**src/hdl/rmpe_pkg.sv**
```systemverilog
// Types and constants for the RAR MAC PDU encoder.
// Standalone package; used by rar_mac_pdu_encoder_core.
package rmpe_pkg;

  localparam int unsigned CountWidth  = 13;
  localparam int unsigned IdxWidth    = 4;
  localparam int unsigned MaxBytes    = 12;
  localparam int unsigned RarLength   = 8;
  localparam int unsigned SuccessLength = 12;

  localparam logic [CountWidth-1:0] CountMax  = '1;
  localparam logic [CountWidth-1:0] LengthRst = CountWidth'(8);

  localparam logic [7:0] EBit      = 8'h80;
  localparam logic [7:0] TBitRapid = 8'h40;
  localparam logic [7:0] T2Bit     = 8'h20;

  typedef enum logic [1:0] {
    CMD_BACKOFF = 2'd0,
    CMD_RAR     = 2'd1,
    CMD_SUCCESS = 2'd2,
    CMD_PAD     = 2'd3
  } rmpe_cmd_e;

  typedef struct packed {
    rmpe_cmd_e    cmd;
    logic         is_last;
    logic [5:0]   rapid_or_backoff;
    logic [11:0]  timing_advance;
    logic         freq_hop;
    logic [13:0]  freq_alloc_or_pucch;
    logic [3:0]   time_alloc_or_harq;
    logic [3:0]   mcs;
    logic [2:0]   tpc;
    logic         csi_request;
    logic [15:0]  rnti;
    logic [47:0]  contention_id;
  } rmpe_item_t;

endpackage

```
**src/hdl/rar_mac_pdu_encoder_core.sv**
```systemverilog
// Random access response MAC PDU encoder: one subPDU per transaction in, bytes out.
// First byte: the item is registered on acceptance, then its first byte is registered at the output.
// Throughput: one byte per cycle while the output is not stalled; an item is 1, 8 or 12 bytes
// (backoff or pad, RAR, successRAR); a pad item when the PDU is full is dropped with no byte.
// Reset (rst_ni low, asynchronous): byte count 0, pdu_length 8, pipeline empty.
// Depends on rmpe_pkg.
module rar_mac_pdu_encoder_core #(
  parameter int unsigned MAX_PDU_BYTES = 4096
) (
  input  logic         clk_i,
  input  logic         rst_ni,
  input  logic         cfg_valid_i,
  output logic         cfg_ready_o,
  input  logic [12:0]  cfg_pdu_length_i,
  input  logic         in_valid_i,
  output logic         in_stall_o,
  input  logic [1:0]   command_i,
  input  logic         is_last_subpdu_i,
  input  logic [5:0]   rapid_or_backoff_i,
  input  logic [11:0]  timing_advance_i,
  input  logic         freq_hop_i,
  input  logic [13:0]  freq_alloc_or_pucch_i,
  input  logic [3:0]   time_alloc_or_harq_i,
  input  logic [3:0]   mcs_i,
  input  logic [2:0]   tpc_i,
  input  logic         csi_request_i,
  input  logic [15:0]  rnti_i,
  input  logic [47:0]  contention_id_i,
  output logic         out_valid_o,
  input  logic         out_stall_i,
  output logic [7:0]   data_byte_o,
  output logic         last_of_item_o,
  output logic         pdu_end_o,
  output logic         overflow_o
);

  localparam int unsigned CW = rmpe_pkg::CountWidth;
  localparam int unsigned IW = rmpe_pkg::IdxWidth;

  logic [CW-1:0] pdu_length_q;
  logic [CW-1:0] count_q, count_d;
  logic [CW-1:0] eff_len;
  logic [CW:0]   count_inc;

  rmpe_pkg::rmpe_item_t item_q;
  logic                 busy_q;
  logic [IW-1:0]        idx_q;

  logic       out_valid_q;
  logic [7:0] data_q;
  logic       last_q, pdu_end_q, overflow_q;

  logic [7:0]    bytes [rmpe_pkg::MaxBytes];
  logic [IW-1:0] last_idx;
  logic          is_pad, drop, can_load, emit, fire, is_final, finish, in_accept;
  logic [7:0]    ebit;

  assign cfg_ready_o = 1'b1;

  always_ff @(posedge clk_i or negedge rst_ni) begin
    if (!rst_ni) begin
      pdu_length_q <= rmpe_pkg::LengthRst;
    end else if (cfg_valid_i && cfg_ready_o) begin
      pdu_length_q <= cfg_pdu_length_i;
    end
  end

  always_comb begin
    if (32'(pdu_length_q) > MAX_PDU_BYTES) begin
      eff_len = CW'(MAX_PDU_BYTES);
    end else begin
      eff_len = pdu_length_q;
    end
  end

  // Assemble the bytes of the held subPDU
  always_comb begin
    ebit = item_q.is_last ? 8'h00 : rmpe_pkg::EBit;
    for (int k = 0; k < rmpe_pkg::MaxBytes; k++) begin
      bytes[k] = 8'h00;
    end
    last_idx = '0;
    unique case (item_q.cmd)
      rmpe_pkg::CMD_BACKOFF: begin
        bytes[0] = ebit | {4'h0, item_q.rapid_or_backoff[3:0]};
      end
      rmpe_pkg::CMD_RAR: begin
        last_idx = IW'(rmpe_pkg::RarLength - 1);
        bytes[0] = ebit | rmpe_pkg::TBitRapid | {2'b00, item_q.rapid_or_backoff};
        bytes[1] = {1'b0, item_q.timing_advance[11:5]};
        bytes[2] = {item_q.timing_advance[4:0], item_q.freq_hop,
                    item_q.freq_alloc_or_pucch[13:12]};
        bytes[3] = item_q.freq_alloc_or_pucch[11:4];
        bytes[4] = {item_q.freq_alloc_or_pucch[3:0], item_q.time_alloc_or_harq};
        bytes[5] = {item_q.mcs, item_q.tpc, item_q.csi_request};
        bytes[6] = item_q.rnti[15:8];
        bytes[7] = item_q.rnti[7:0];
      end
      rmpe_pkg::CMD_SUCCESS: begin
        last_idx = IW'(rmpe_pkg::SuccessLength - 1);
        bytes[0]  = ebit | rmpe_pkg::T2Bit;
        bytes[1]  = item_q.contention_id[47:40];
        bytes[2]  = item_q.contention_id[39:32];
        bytes[3]  = item_q.contention_id[31:24];
        bytes[4]  = item_q.contention_id[23:16];
        bytes[5]  = item_q.contention_id[15:8];
        bytes[6]  = item_q.contention_id[7:0];
        bytes[7]  = {3'b000, item_q.tpc[1:0], item_q.time_alloc_or_harq[2:0]};
        bytes[8]  = {item_q.freq_alloc_or_pucch[3:0], item_q.timing_advance[11:8]};
        bytes[9]  = item_q.timing_advance[7:0];
        bytes[10] = item_q.rnti[15:8];
        bytes[11] = item_q.rnti[7:0];
      end
      rmpe_pkg::CMD_PAD: begin
        bytes[0] = 8'h00;
      end
      default: begin
        bytes[0] = 8'h00;
      end
    endcase
  end

  assign is_pad    = (item_q.cmd == rmpe_pkg::CMD_PAD);
  assign drop      = busy_q && is_pad && (count_q >= eff_len);
  assign can_load  = !out_valid_q || !out_stall_i;
  assign emit      = busy_q && !drop && can_load;
  assign fire      = drop || emit;
  assign is_final  = (idx_q == last_idx);
  assign finish    = fire && (drop || is_final);
  assign in_stall_o = busy_q && !finish;
  assign in_accept = in_valid_i && !in_stall_o;
  assign count_inc = {1'b0, count_q} + (CW+1)'(1);

  always_comb begin
    count_d = count_q;
    if (drop) begin
      count_d = '0;
    end else if (emit) begin
      if (is_pad && (count_inc[CW-1:0] == eff_len)) begin
        count_d = '0;
      end else if (count_q != rmpe_pkg::CountMax) begin
        count_d = count_inc[CW-1:0];
      end
    end
  end

  always_ff @(posedge clk_i or negedge rst_ni) begin
    if (!rst_ni) begin
      count_q     <= '0;
      busy_q      <= 1'b0;
      idx_q       <= '0;
      out_valid_q <= 1'b0;
    end else begin
      count_q <= count_d;
      if (in_accept) begin
        busy_q <= 1'b1;
        idx_q  <= '0;
      end else if (finish) begin
        busy_q <= 1'b0;
        idx_q  <= '0;
      end else if (emit) begin
        idx_q <= idx_q + IW'(1);
      end
      if (can_load) begin
        out_valid_q <= emit;
      end
    end
  end

  always_ff @(posedge clk_i) begin
    if (in_accept) begin
      item_q <= '{cmd: rmpe_pkg::rmpe_cmd_e'(command_i),
                  is_last: is_last_subpdu_i,
                  rapid_or_backoff: rapid_or_backoff_i,
                  timing_advance: timing_advance_i,
                  freq_hop: freq_hop_i,
                  freq_alloc_or_pucch: freq_alloc_or_pucch_i,
                  time_alloc_or_harq: time_alloc_or_harq_i,
                  mcs: mcs_i,
                  tpc: tpc_i,
                  csi_request: csi_request_i,
                  rnti: rnti_i,
                  contention_id: contention_id_i};
    end
    if (emit) begin
      data_q     <= bytes[idx_q];
      last_q     <= is_final;
      pdu_end_q  <= (count_inc == {1'b0, eff_len});
      overflow_q <= (count_q >= eff_len);
    end
  end

  assign out_valid_o    = out_valid_q;
  assign data_byte_o    = data_q;
  assign last_of_item_o = last_q;
  assign pdu_end_o      = pdu_end_q;
  assign overflow_o     = overflow_q;

  a_idx_range: assert property (@(posedge clk_i) disable iff (!rst_ni)
    idx_q <= IW'(rmpe_pkg::MaxBytes - 1))
    else $error("byte index out of range");

  a_idx_multi: assert property (@(posedge clk_i) disable iff (!rst_ni)
    (busy_q && idx_q != '0) |->
      (item_q.cmd == rmpe_pkg::CMD_RAR || item_q.cmd == rmpe_pkg::CMD_SUCCESS))
    else $error("multi-byte index on single-byte item");

  a_drop_clears: assert property (@(posedge clk_i) disable iff (!rst_ni)
    drop |=> (count_q == '0) && !$past(emit))
    else $error("full pad did not clear count");

  a_pad_end_clears: assert property (@(posedge clk_i) disable iff (!rst_ni)
    (emit && is_pad && count_inc == {1'b0, eff_len}) |=> (count_q == '0))
    else $error("completing pad did not clear count");

  a_accept_idle: assert property (@(posedge clk_i) disable iff (!rst_ni)
    (in_valid_i && !in_stall_o && busy_q) |-> finish)
    else $error("item accepted over one in progress");

endmodule
```
**config.mk**
```make
export PLATFORM = sky130hd
export DESIGN_NAME = rar_mac_pdu_encoder_core
export DESIGN_NICKNAME = d
export VERILOG_FILES = /design/src/hdl/rmpe_pkg.sv /design/src/hdl/rar_mac_pdu_encoder_core.sv
export SDC_FILE = /design/constraint.sdc
export NUM_CORES = 1
export LEC_CHECK = 0
export BUFFER_PORTS_ARGS = -buffer_cell sky130_fd_sc_hd__clkbuf_2
export CORE_ASPECT_RATIO = 0.6
export CORE_MARGIN = 4
export CORE_UTILIZATION = 40
export CTS_BUF_LIST = sky130_fd_sc_hd__clkbuf_16
export DETAILED_ROUTE_END_ITERATION = 10
export PLACE_DENSITY = 0.59
export SLEW_MARGIN = 20
export SYNTH_ARGS = -nofsm -noshare
export SYNTH_HDL_FRONTEND = slang
export SYNTH_SLANG_ARGS = --single-unit
```
**constraint.sdc**
```tcl
create_clock -name clk_i -period 13.7 [get_ports clk_i]
set_input_delay 2.74 -clock clk_i [delete_from_list [all_inputs] [get_ports clk_i]]
set_output_delay 2.74 -clock clk_i [all_outputs]
set_load 0.02 [all_outputs]
```
==> run summary, run 1 <==
The total inserted antenna cells is 0. For this design the static power due to leakage is 3.50 nW. In this run the core area contains 38 standard-cell rows.

The relative slew slack is 0.330. The async set-or-reset flop fraction in the synthesized netlist is 0.206. Summing all multi-input logic gate instances after layout gives 0.00290 mm2.

The total nets after synthesis came out at 768. After clock tree synthesis, the clock-pin slew on the worst setup and hold paths is 0.06 ns. The post-synthesis instance area is 0.00764 mm2.

The area of the core came out at 0.0184 mm2. The minimum clock period after layout is 6.36 ns. The congestion estimate from routability-driven global placement came to 0.915. The top-level port count is roughly 140.

The final-stage net count is roughly 890. TritonCTS built the clock tree. The proportion of synthesized chip area in sequential cells is 0.589. The quantity of I/O buffers inserted on ports is between 100 and 150. The worst clock skew is 0.00934 ns. The maximum frequency from static timing analysis came out at 157 MHz. The final worst setup slack came out at 7.34 ns. From left edge to right edge, the die measures 186 um. The total congestion overflow came out at 0. Data arrives at the worst endpoint at 3.62 ns. The area growth from synthesis to layout is 19.7%.

The worst setup path is captured at an output pin. The number of warnings reported in the yosys synthesis log is 0. The clock tree buffer depth is 2. The family with the most delay on the worst path is simple AND/OR/NAND/NOR gates.

The number of global-route vias before repair is 5,594. The fraction of layout instances using a drive strength above 1 is 0.295. In the finished design, the share of the clock period the worst path needs comes to 0.465. The total via count in the routed design came out at 5,756.

The number of buffers inserted by post-CTS setup repair came out at 0. The number of antenna violations at the first check in global routing is 0. Walking the worst path, the cells encountered are clkinv_1 > nand2_1 > ha_1 > a21o_1 > a21o_1 > a21oi_1 > o211ai_1 > nand2_1 > nand3_1 > inv_1 > clkbuf_2. The cell at the slowest stage of the critical path is sky130_fd_sc_hd__dfrtp_1. The number of nets with antenna violations after routing is 0. The final count of pins violating max slew came out at 0. The global-route wire length before repair came out at 31,700 um. The number of synthesized register bits came out at approximately 160. The peak supply drop came out at around 120 uV. Setup repair after global routing left no endpoint under its margin. The slew at the pin closest to its max-slew limit came out at about 1.0 ns.

Counting flops with a built-in enable in the synthesized netlist gives around 120. The number of different library cells in the post-synthesis netlist came out at 66. The average routed wire per standard cell is 20.3 um. The HPWL reported at the end of detailed placement came out at 14,700 um. In the routed layout, each cell is associated on average with a via count of 5.78. Setup total negative slack on the finished layout was measured at 0 ns.

The worst hold path belongs to the class register to register. The floorplan step defined a die boundary enclosing ~0.021 mm2. The number of setup violations in the final report came out at 0. The root buffer cell chosen for the clock tree is sky130_fd_sc_hd__clkbuf_16.

Among all flip-flop cells after synthesis, the most frequent one is sky130_fd_sc_hd__edfxtp_1. Counting every instance in the synthesized netlist gives 619. The hold-fix buffer count after cts came out at 0.

Before CTS, the worst setup slack after placement is ~7.5 ns. The clock buffer count from CTS is 17. The iteration-0 DRC count of the detailed router is 564. The required time reported for the critical path endpoint came out at 10.96 ns.

CTS built an H-tree with a depth of 4. The clock sink total came out at about 160. The die outline height came out at 115 um. The initial core utilization came out at 0.415.

The largest net degree at the start of global routing came out at 67. The power per standard cell area is 197 mW/mm2. The number of resized instances in the post-cts repair step came out at 0.

The DRC violations left is 0. The run finished with clean final reports. After filler insertion, the fill cell instance count of the layout stands at 1,627. For this run, the detailed router's first-pass iteration total came to 5.

The maximum net fanout on the critical path came out at 16. STA classifies the critical path startpoint as a register. The total routing resource utilization after global routing is 0.192. The number of maximum-capacitance constraint violations is 0. The footprint of the flip-flops and latches came out at about 0.0045 mm2. The clock insertion delay at the later pin of the skew report came out at 0.43 ns. The post-detailed-routing wire length is 20,200 um.

The setup path with the least slack is of type register to output pin. Counting both buffers and inverters, the worst setup path holds a total of 3. The largest stage delay on the critical path is 0.65 ns.

The number of hold violations in the final report is 0. Averaged over all synthesized cells, the footprint is 12.3 um2.
-- cell type report --
cell class | instances | area share
Clock buffer | 17 | 0.0465
Clock inverter | 15 | 0.0203
Inverter | 20 | 0.00821
Multi-Input combinational cell | 401 | 0.318
Sequential cell | 155 | 0.492
Tap cell | 240 | 0.0328
Timing Repair Buffer | 148 | 0.0827
-- power breakdown --
group | switching, mW | internal [mW] | leakage (nW)
clock | 0.186 | 0.302 | 0.304
sequential | 0.0765 | 0.649 | 1.51
combinational | 0.362 | 0.222 | 1.68
total | 0.624 | 1.17 | 3.50
-- placed cells by master, fill, tap and decap left out, types with 7 or more instances in the layout --
master                      count
sky130_fd_sc_hd__a221oi_1      20
sky130_fd_sc_hd__o21ai_0       30
sky130_fd_sc_hd__a22oi_1       27
sky130_fd_sc_hd__nand2b_1      10
sky130_fd_sc_hd__nor3_1        14
sky130_fd_sc_hd__clkbuf_2     142
sky130_fd_sc_hd__mux2_2        25
sky130_fd_sc_hd__o22ai_1        7
sky130_fd_sc_hd__o211ai_1       8
sky130_fd_sc_hd__dfrtp_1       30
sky130_fd_sc_hd__edfxtp_1     123
sky130_fd_sc_hd__nand2_1       53
sky130_fd_sc_hd__clkbuf_16     17
sky130_fd_sc_hd__inv_1         23
sky130_fd_sc_hd__nand3_1       12
sky130_fd_sc_hd__a21oi_1       35
sky130_fd_sc_hd__a21o_1         9
sky130_fd_sc_hd__xnor2_1       10
sky130_fd_sc_hd__mux4_2         8
sky130_fd_sc_hd__nor2_1        26
sky130_fd_sc_hd__ha_1          17
-- logic make-up after synthesis --
logic type | Yosys count | share of synthesized area
buffers and inverters | 63 | 0.0341
XOR/XNOR | 17 | 0.0231
other | 1 | 0.000491
multiplexers | 34 | 0.0618
adder cells (fa/ha/maj) | 19 | 0.0311
AO/OA/AOI/OAI | 180 | 0.164
flip-flops | 155 | 0.589
AND/OR/NAND/NOR | 150 | 0.0973
-- cell usage after synthesis (9+ instances only) --
cell type                  count  area [um2]
sky130_fd_sc_hd__a21o_1        9        67.6
sky130_fd_sc_hd__a21oi_1      35         175
sky130_fd_sc_hd__a221oi_1     20         175
sky130_fd_sc_hd__a22oi_1      27         203
sky130_fd_sc_hd__clkbuf_1     29         109
sky130_fd_sc_hd__dfrtp_1      31         776
sky130_fd_sc_hd__edfxtp_1    123        3690
sky130_fd_sc_hd__ha_1         19         238
sky130_fd_sc_hd__inv_1        19        71.3
sky130_fd_sc_hd__mux2_2       25         282
sky130_fd_sc_hd__nand2_1      53         199
sky130_fd_sc_hd__nand2b_1     10        62.6
sky130_fd_sc_hd__nand3_1      12        60.1
sky130_fd_sc_hd__nor2_1       26        97.6
sky130_fd_sc_hd__nor3_1       14        70.1
sky130_fd_sc_hd__o21ai_0      30         150
sky130_fd_sc_hd__xnor2_1      10        87.6
-- through the flow --
step | cell area [um2] | std cells | util | total power [mW] | hold WS (ns)
after floorplan | 7640 | 619 | - | 1.15 | 0.496
after global placement | 8530 | 964 | 0.464 | 1.30 | 0.502
after detailed placement | 8530 | 964 | 0.464 | 1.32 | 0.517
after CTS | 9140 | 996 | 0.497 | 1.81 | 0.537
after global routing | 9140 | 996 | 0.497 | 1.90 | 0.571
final | 9140 | 996 | 0.497 | 1.80 | 0.535
-- tightest hold or removal path, cell delays in order, from the launching register on --
cell and delay [ns]:
sky130_fd_sc_hd__dfrtp_1 0.34, sky130_fd_sc_hd__nand2_1 0.10, sky130_fd_sc_hd__nand2_1 0.07
-- flip-flops by register name, indices dropped and copies added, names as in the netlist --
| signal | cells |
|---|---|
| pdu_end_o | 1 |
| overflow_o | 1 |
| idx_q | 4 |
| data_byte_o | 8 |
| last_of_item_o | 1 |
| out_valid_o | 1 |
| busy_q | 1 |
| pdu_length_q | 13 |
| count_q | 13 |
| item_q | 112 |
-- layer usage --
metal  part of all wire  GRT usage  vias to the layer above
met5                  0          0                        -
met4             0.0077     0.0359                        0
met3               0.10     0.0680                       14
met2               0.40      0.254                      281
met1               0.49      0.301                     2816
li1                   -          -                     2645
-- worst paths after layout --
kind | from | to | slack, ns | depth (start not counted)
max in group asynchronous | rst_ni | idx_q[0] | 10.68 | 1
setup reg to reg | pdu_length_q[12] | item_q[31] | 9.19 | 11
hold / removal | out_valid_o | out_valid_o | 0.53 | 2
hold reg to reg | out_valid_o | out_valid_o | 0.53 | 2
min in group asynchronous | rst_ni | pdu_length_q[11] | 2.42 | 1
setup / recovery | pdu_length_q[12] | in_stall_o | 7.34 | 11
(Power assumes the default switching activity.)
==> inputs of run 2 (changes only) <==
clock period = 6.4 ns   (was 13.7 ns; I/O delays follow)
==> run summary, run 2 (synthesized netlist as in run 1, its figures left out) <==
The class of the most critical hold timing path is register to register (unchanged). The TritonCTS clock tree is yes (unchanged). The number of flip-flops in the largest register is 112 (unchanged). The hold-fix buffer count after cts is 0 (unchanged).

The minimum setup slack after placement is 1.95 ns (was 7.53 ns). The nature of the critical path startpoint is a register (unchanged). The terminus of the critical flop-to-flop path was idx_q[2] (was item_q[31]). The quantity of I/O buffers inserted on ports came out at 142 (unchanged). The worst-case register-to-register setup slack is 2.40 ns (was 9.19 ns). The number of antenna violations at the first check in global routing is 0 (unchanged).

The final-stage net count was 891 (was 892). The iteration-0 DRC count of the detailed router came to 514 (was 564). The slew at the pin closest to its max-slew limit is 1.13 ns (was 1.00 ns). The largest register by flop count is item_q (unchanged). List of cells traversed by the critical path: clkinv_1 > nand2_1 > ha_1 > a21o_1 > a21o_1 > a21oi_1 > o211ai_1 > nand2_1 > nand3_1 > inv_1 > clkbuf_2 (unchanged). The final setup TNS came out at 0 ns (unchanged).

The number of nets with antenna violations after routing was 0 (unchanged). The final count of pins violating max slew came to 0 (unchanged). The largest stage delay on the critical path is 0.66 ns (was 0.65 ns). The power per standard cell area is 414 mW/mm2 (was 197 mW/mm2). Unrepaired setup endpoints after global routing: no (unchanged). The largest net degree at the start of global routing was 73 (was 67). The average routed wire per standard cell came out at 20.9 um (was 20.3 um). The endpoint with the worst hold slack is pdu_length_q[3] (was out_valid_o). The hold path startpoint is pdu_length_q[3] (was out_valid_o). The number of maximum-capacitance constraint violations came out at 0 (unchanged). The origin of the critical flop-to-flop path is pdu_length_q[12] (unchanged). Result of the run: complete, no violations (unchanged). The area of the die is 0.0214 mm2 (unchanged). The fraction of layout instances using a drive strength above 1 is 0.288 (was 0.295).

The final clock period utilization by the worst path came out at 0.774. The total via count in the routed design came to 5,720 (was 5,756). The commonest non-fill, non-tap cell in the layout is sky130_fd_sc_hd__clkbuf_2 (unchanged).

The clock slew at the register clock pins of the worst setup and hold paths came to 0.06 ns (about the same). The worst clock skew came out at 0.00779 ns (was 0.00934 ns). The peak supply drop came out at 243 uV (was 124 uV).

The clock sink total is 155 (unchanged). The top-level port count came to 144 (unchanged). The buffer cell driving the clock tree root is sky130_fd_sc_hd__clkbuf_16 (unchanged). The post-detailed-routing wire length came out at 20,800 um (was 20,200 um).

The maximum frequency from static timing analysis came out at about 200 MHz. The number of buffers inserted by post-CTS setup repair came out at 0 (unchanged). The worst hold path stage count came out at 2 (unchanged). The endpoint type of the worst setup path is an output pin (unchanged).

The H-tree depth is 4 (unchanged). The category of the most critical setup path is register to output pin (unchanged). The x dimension of the die is 186 um (unchanged). The total inserted antenna cells is 0 (unchanged). The leakage power of the design came out at 3.46 nW (was 3.50 nW).

The area of the core came out at 0.0184 mm2 (unchanged). The routed design could run at a clock period as short as roughly 5.0 ns. The critical path data arrival time came out at 3.67 ns (was 3.62 ns). The required time reported for the critical path endpoint was 5.12 ns (was 10.96 ns). The die outline height is 115 um (unchanged). The number of vias per cell after detailed routing came out at 5.76 (was 5.78). The DRC violations left came out at 0 (unchanged). The depth of the most critical reg-to-reg path came out at 10 (was 11). The relative slew slack came out at 0.248 (was 0.330). Largest registers ranked by flip-flop count: item_q: 112 flops, count_q: 13 flops, pdu_length_q: 13 flops (unchanged).

The total routing resource utilization after global routing is 0.196 (was 0.192). Most frequent cells in the layout: 142 x sky130_fd_sc_hd__clkbuf_2, 123 x sky130_fd_sc_hd__edfxtp_1, 53 x sky130_fd_sc_hd__nand2_1 (unchanged). The clock insertion delay at the later pin of the skew report came out at 0.42 ns (was 0.43 ns). The area growth from synthesis to layout came to 18.7% (was 19.7%). The total congestion overflow came out at 0 (unchanged). The number of hold violations in the final report came out at 0 (unchanged). The cell at the slowest stage of the critical path is sky130_fd_sc_hd__dfrtp_1 (unchanged). The number of resized instances in the post-cts repair step is 0 (unchanged). The HPWL reported at the end of detailed placement is 15,100 um (was 14,700 um). The detailed-router iteration count before antenna repair came out at 5 (unchanged). The clock tree buffer depth came out at 2 (unchanged).

The maximum net fanout on the critical path came out at 16 (unchanged). The number of setup violations in the final report is 0 (unchanged). The global-route wire length before repair is 32,300 um (was 31,700 um). The number of global-route vias before repair is 5,623 (was 5,594). The final weighted congestion in routability-driven placement came out at 0.923 (was 0.915). The initial core utilization is 0.415 (unchanged). The row count was 38 (unchanged). The final worst setup slack is 1.45 ns (was 7.34 ns).

The clock buffer count from CTS came to 17 (unchanged).
## run 2: cell types whose count changed in the layout (fill, tap and decap cells not counted)
cell                         before  now
sky130_fd_sc_hd__bufinv_16        4    2
sky130_fd_sc_hd__buf_4            6    5
sky130_fd_sc_hd__clkinv_1         1    4
sky130_fd_sc_hd__clkinv_2         2    1
sky130_fd_sc_hd__clkinvlp_4       3    2
sky130_fd_sc_hd__clkinv_4         2    1
## run 2: worst max-delay path by stage
stage | from | end | depth (start not counted)
global placement | pdu_length_q[12] | in_stall_o | 11
finish | pdu_length_q[12] | in_stall_o | 11
floorplan | pdu_length_q[12] | item_q[0] | 11
global route | pdu_length_q[12] | in_stall_o | 11
CTS | pdu_length_q[12] | in_stall_o | 11
detailed placement | pdu_length_q[12] | in_stall_o | 11
## run 2: worst max-delay path, delay by kind of cell (launching register included)
family | cells | cell delay [ns]
AND/OR/NAND/NOR | 3 | 0.89
AO/OA/AOI/OAI | 4 | 0.75
buffers and inverters | 3 | 0.68
flip-flops | 1 | 0.66
adder cells (fa/ha/maj) | 1 | 0.26
## run 2: where the power goes
| group | leakage [nW] | switching, mW | internal (mW) |
|---|---|---|---|
| clock network | 0.272 | 0.378 | 0.558 |
| logic | 1.67 | 0.764 | 0.475 |
| registers | 1.51 | 0.189 | 1.39 |
| total | 3.46 | 1.33 | 2.42 |
## run 2: layout make-up
cell class                 count  area (um2)
multi-input combinational    401        2900
fill                        1671        9340
sequential                   155        4500
clock buffer                  17         425
inverter                      20        75.1
clock inverter                13         115
timing repair buffer         147         748
tap                          240         300
## run 2: routing by layer
metal / wire length (um) / track usage / vias up
met5: 0 / 0 / -
met4: 278 / 0.0591 / 0
met3: 1640 / 0.0501 / 23
met2: 8070 / 0.252 / 254
met1: 10800 / 0.319 / 2795
li1: - / - / 2648
## run 2: through the flow
stage	hold slack (ns)	area [um2]	power, mW	utilization	std cells
after floorplan	0.496	7640	2.45	-	619
after global placement	0.514	8520	2.80	0.463	963
after detailed placement	0.541	8520	2.83	0.463	963
after CTS	0.554	9060	3.77	0.493	993
after global routing	0.582	9060	3.98	0.493	993
final	0.551	9060	3.75	0.493	993
==> inputs of run 3 (changes only) <==
clock period = 4.6 ns   (was 6.4 ns; I/O delays follow)
==> run summary, run 3 (synthesized netlist as in run 1, its figures left out) <==
The maximum frequency from static timing analysis is 248 MHz. The TritonCTS clock tree is yes (unchanged). The H-tree depth came out at 4 (unchanged). The average routed wire per standard cell came out at 21.2 um (was 20.9 um). The total inserted antenna cells came out at 0 (unchanged). The clock sink total was 155 (unchanged). The DRC violations left is 0 (unchanged). The iteration-0 DRC count of the detailed router is 734 (was 514). The part of the total power dissipated in combinational logic came out at 0.337 (was 0.330).

The minimum clock period after layout came out at just over 4 ns. The slew at the pin closest to its max-slew limit came out at 0.939 ns (was 1.13 ns). The die outline height came out at 115 um (unchanged).

The global-route wire length before repair was 32,800 um (was 32,300 um). The final weighted congestion in routability-driven placement was 0.955 (was 0.923). The critical path data arrival time is 3.10 ns (was 3.67 ns). The initial core utilization came out at 0.415 (unchanged). The HPWL reported at the end of detailed placement is 15,600 um (was 15,100 um).

Unrepaired setup endpoints after global routing: no (unchanged). The number of buffers inserted by post-CTS setup repair is 0 (unchanged). The maximum net fanout on the critical path came out at 10 (was 16).

The largest net degree at the start of global routing is 66 (was 73). The power per standard cell area was 583 mW/mm2 (was 414 mW/mm2). The quantity of I/O buffers inserted on ports came out at 142 (unchanged). The buffer cell driving the clock tree root is sky130_fd_sc_hd__clkbuf_16 (unchanged).

The area growth from synthesis to layout came out at 20.1% (was 18.7%). The total placed cells including tap cells was 970 (was 963). The post-detailed-routing wire length is 21,300 um (was 20,800 um). The final setup TNS is 0 ns (unchanged).

The number of vias per cell after detailed routing is 5.74 (was 5.76). The leakage power of the design is 3.51 nW (was 3.46 nW). The endpoint type of the worst setup path is an output pin (unchanged). The number of antenna violations at the first check in global routing was 0 (unchanged). The number of setup violations in the final report is 0 (unchanged). The nature of the critical path startpoint is a register (unchanged).

The clock tree buffer depth is 2 (unchanged). The largest register by flop count is item_q (unchanged). The clock insertion delay at the later pin of the skew report is 0.42 ns (about the same). The sequential power share came out at 0.404 (was 0.421). The number of hold violations in the final report was 0 (unchanged). The peak supply drop is 297 uV (was 243 uV). The final count of pins violating max slew came out at 0 (unchanged). The cell area reported after detailed placement came out at 0.00860 mm2 (was 0.00852 mm2). The row count is 38 (unchanged). The minimum setup slack after placement is 1.06 ns (was 1.95 ns). The number of maximum-capacitance constraint violations is 0 (unchanged). The fraction of power spent switching nets is 0.360 (was 0.354).

The clock buffer count from CTS is 17 (unchanged). The total via count in the routed design was 5,749 (was 5,720). The final non-filler cell total is 1,002 (was 993). The fraction of layout instances using a drive strength above 1 is 0.302 (was 0.288).

Result of the run: complete, no violations (unchanged). The area of the core is 0.0184 mm2 (unchanged). The number of global-route vias before repair is 5,602 (was 5,623). The area of the die came out at 0.0214 mm2 (unchanged). Most frequent cells in the layout: 142 x sky130_fd_sc_hd__clkbuf_2, 123 x sky130_fd_sc_hd__edfxtp_1, 53 x sky130_fd_sc_hd__nand2_1 (unchanged).

The total congestion overflow came out at 0 (unchanged). The number of nets with antenna violations after routing is 0 (unchanged). Largest registers ranked by flip-flop count: item_q: 112 flops, count_q: 13 flops, pdu_length_q: 13 flops (unchanged).

The number of flip-flops in the largest register came out at 112 (unchanged). The required time reported for the critical path endpoint is 3.68 ns (was 5.12 ns). The x dimension of the die is 186 um (unchanged).

The commonest non-fill, non-tap cell in the layout is sky130_fd_sc_hd__clkbuf_2 (unchanged). The power consumption is 5.35 mW (was 3.75 mW). The detailed-router iteration count before antenna repair is 5 (unchanged). The class of the most critical hold timing path is register to register (unchanged). The internal power component is 3.42 mW (was 2.42 mW).

The final clock period utilization by the worst path is 0.875. The final worst setup slack is 0.575 ns (was 1.45 ns). The worst clock skew came out at 0.00892 ns (was 0.00779 ns). The hold-fix buffer count after cts is 0 (unchanged). The switching power of the nets was 1.93 mW (was 1.33 mW).

The clock network fraction of total power came out at 0.259 (was 0.249). The final-stage net count is 898 (was 891). The category of the most critical setup path is register to output pin (unchanged). The relative slew slack is 0.374 (was 0.248). The top-level port count was 144 (unchanged). The clock slew at the register clock pins of the worst setup and hold paths was 0.07 ns (was 0.06 ns). The total routing resource utilization after global routing came out at 0.201 (was 0.196). The number of resized instances in the post-cts repair step is 0 (unchanged).

The final non-filler cell area came to 0.00918 mm2 (was 0.00906 mm2).
## run 3: worst paths after layout
kind | startpoint | to | slack, ns | cells after the start
hold reg to reg | pdu_length_q[4] | pdu_length_q[4] | 0.54 | 1
max in group asynchronous | rst_ni | idx_q[0] | 3.34 | 1
hold / removal | pdu_length_q[4] | pdu_length_q[4] | 0.54 | 1
setup reg to reg | pdu_length_q[12] | item_q[78] | 0.98 | 11
min in group asynchronous | rst_ni | pdu_length_q[1] | 0.62 | 1
setup / recovery | pdu_length_q[12] | in_stall_o | 0.58 | 11
## run 3: layout make-up
cell class / count / area, um2
clock inverter: 15 / 151
inverter: 20 / 75.1
timing repair buffer: 154 / 826
tap: 240 / 300
multi-input combinational: 401 / 2900
clock buffer: 17 / 425
fill: 1584 / 9220
sequential: 155 / 4500
## run 3: worst max-delay path: stages (launching register included)
cell and delay [ns]:
sky130_fd_sc_hd__dfrtp_1 0.55, sky130_fd_sc_hd__clkinv_1 0.36, sky130_fd_sc_hd__nand2_1 0.17, sky130_fd_sc_hd__ha_1 0.25, sky130_fd_sc_hd__a21o_1 0.17, sky130_fd_sc_hd__a21o_1 0.17
sky130_fd_sc_hd__a21oi_1 0.25, sky130_fd_sc_hd__o211ai_1 0.23, sky130_fd_sc_hd__nand2_1 0.18, sky130_fd_sc_hd__nand3_1 0.12, sky130_fd_sc_hd__inv_1 0.08, sky130_fd_sc_hd__clkbuf_2 0.16
## run 3: stage by stage
| step | utilization | hold slack [ns] |
|---|---|---|
| final | 0.499 | 0.541 |
| after floorplan | - | 0.496 |
| after CTS | 0.499 | 0.543 |
| after detailed placement | 0.467 | 0.520 |
| after global placement | 0.467 | 0.518 |
| after global routing | 0.499 | 0.561 |
## run 3: per-layer routing
layer  part of all wire  track usage
met1               0.50        0.321
met2               0.39        0.261
met3              0.095       0.0592
met4             0.0092       0.0537
met5                  0            0
## run 3: power groups by stage
stage	combinational, mW	sequential, mW	clock, mW
detailed placement	1.79	2.19	0
CTS	1.80	2.16	1.41
floorplan	1.24	2.14	0
finish	1.80	2.16	1.38
global placement	1.77	2.18	0
global route	1.99	2.19	1.47
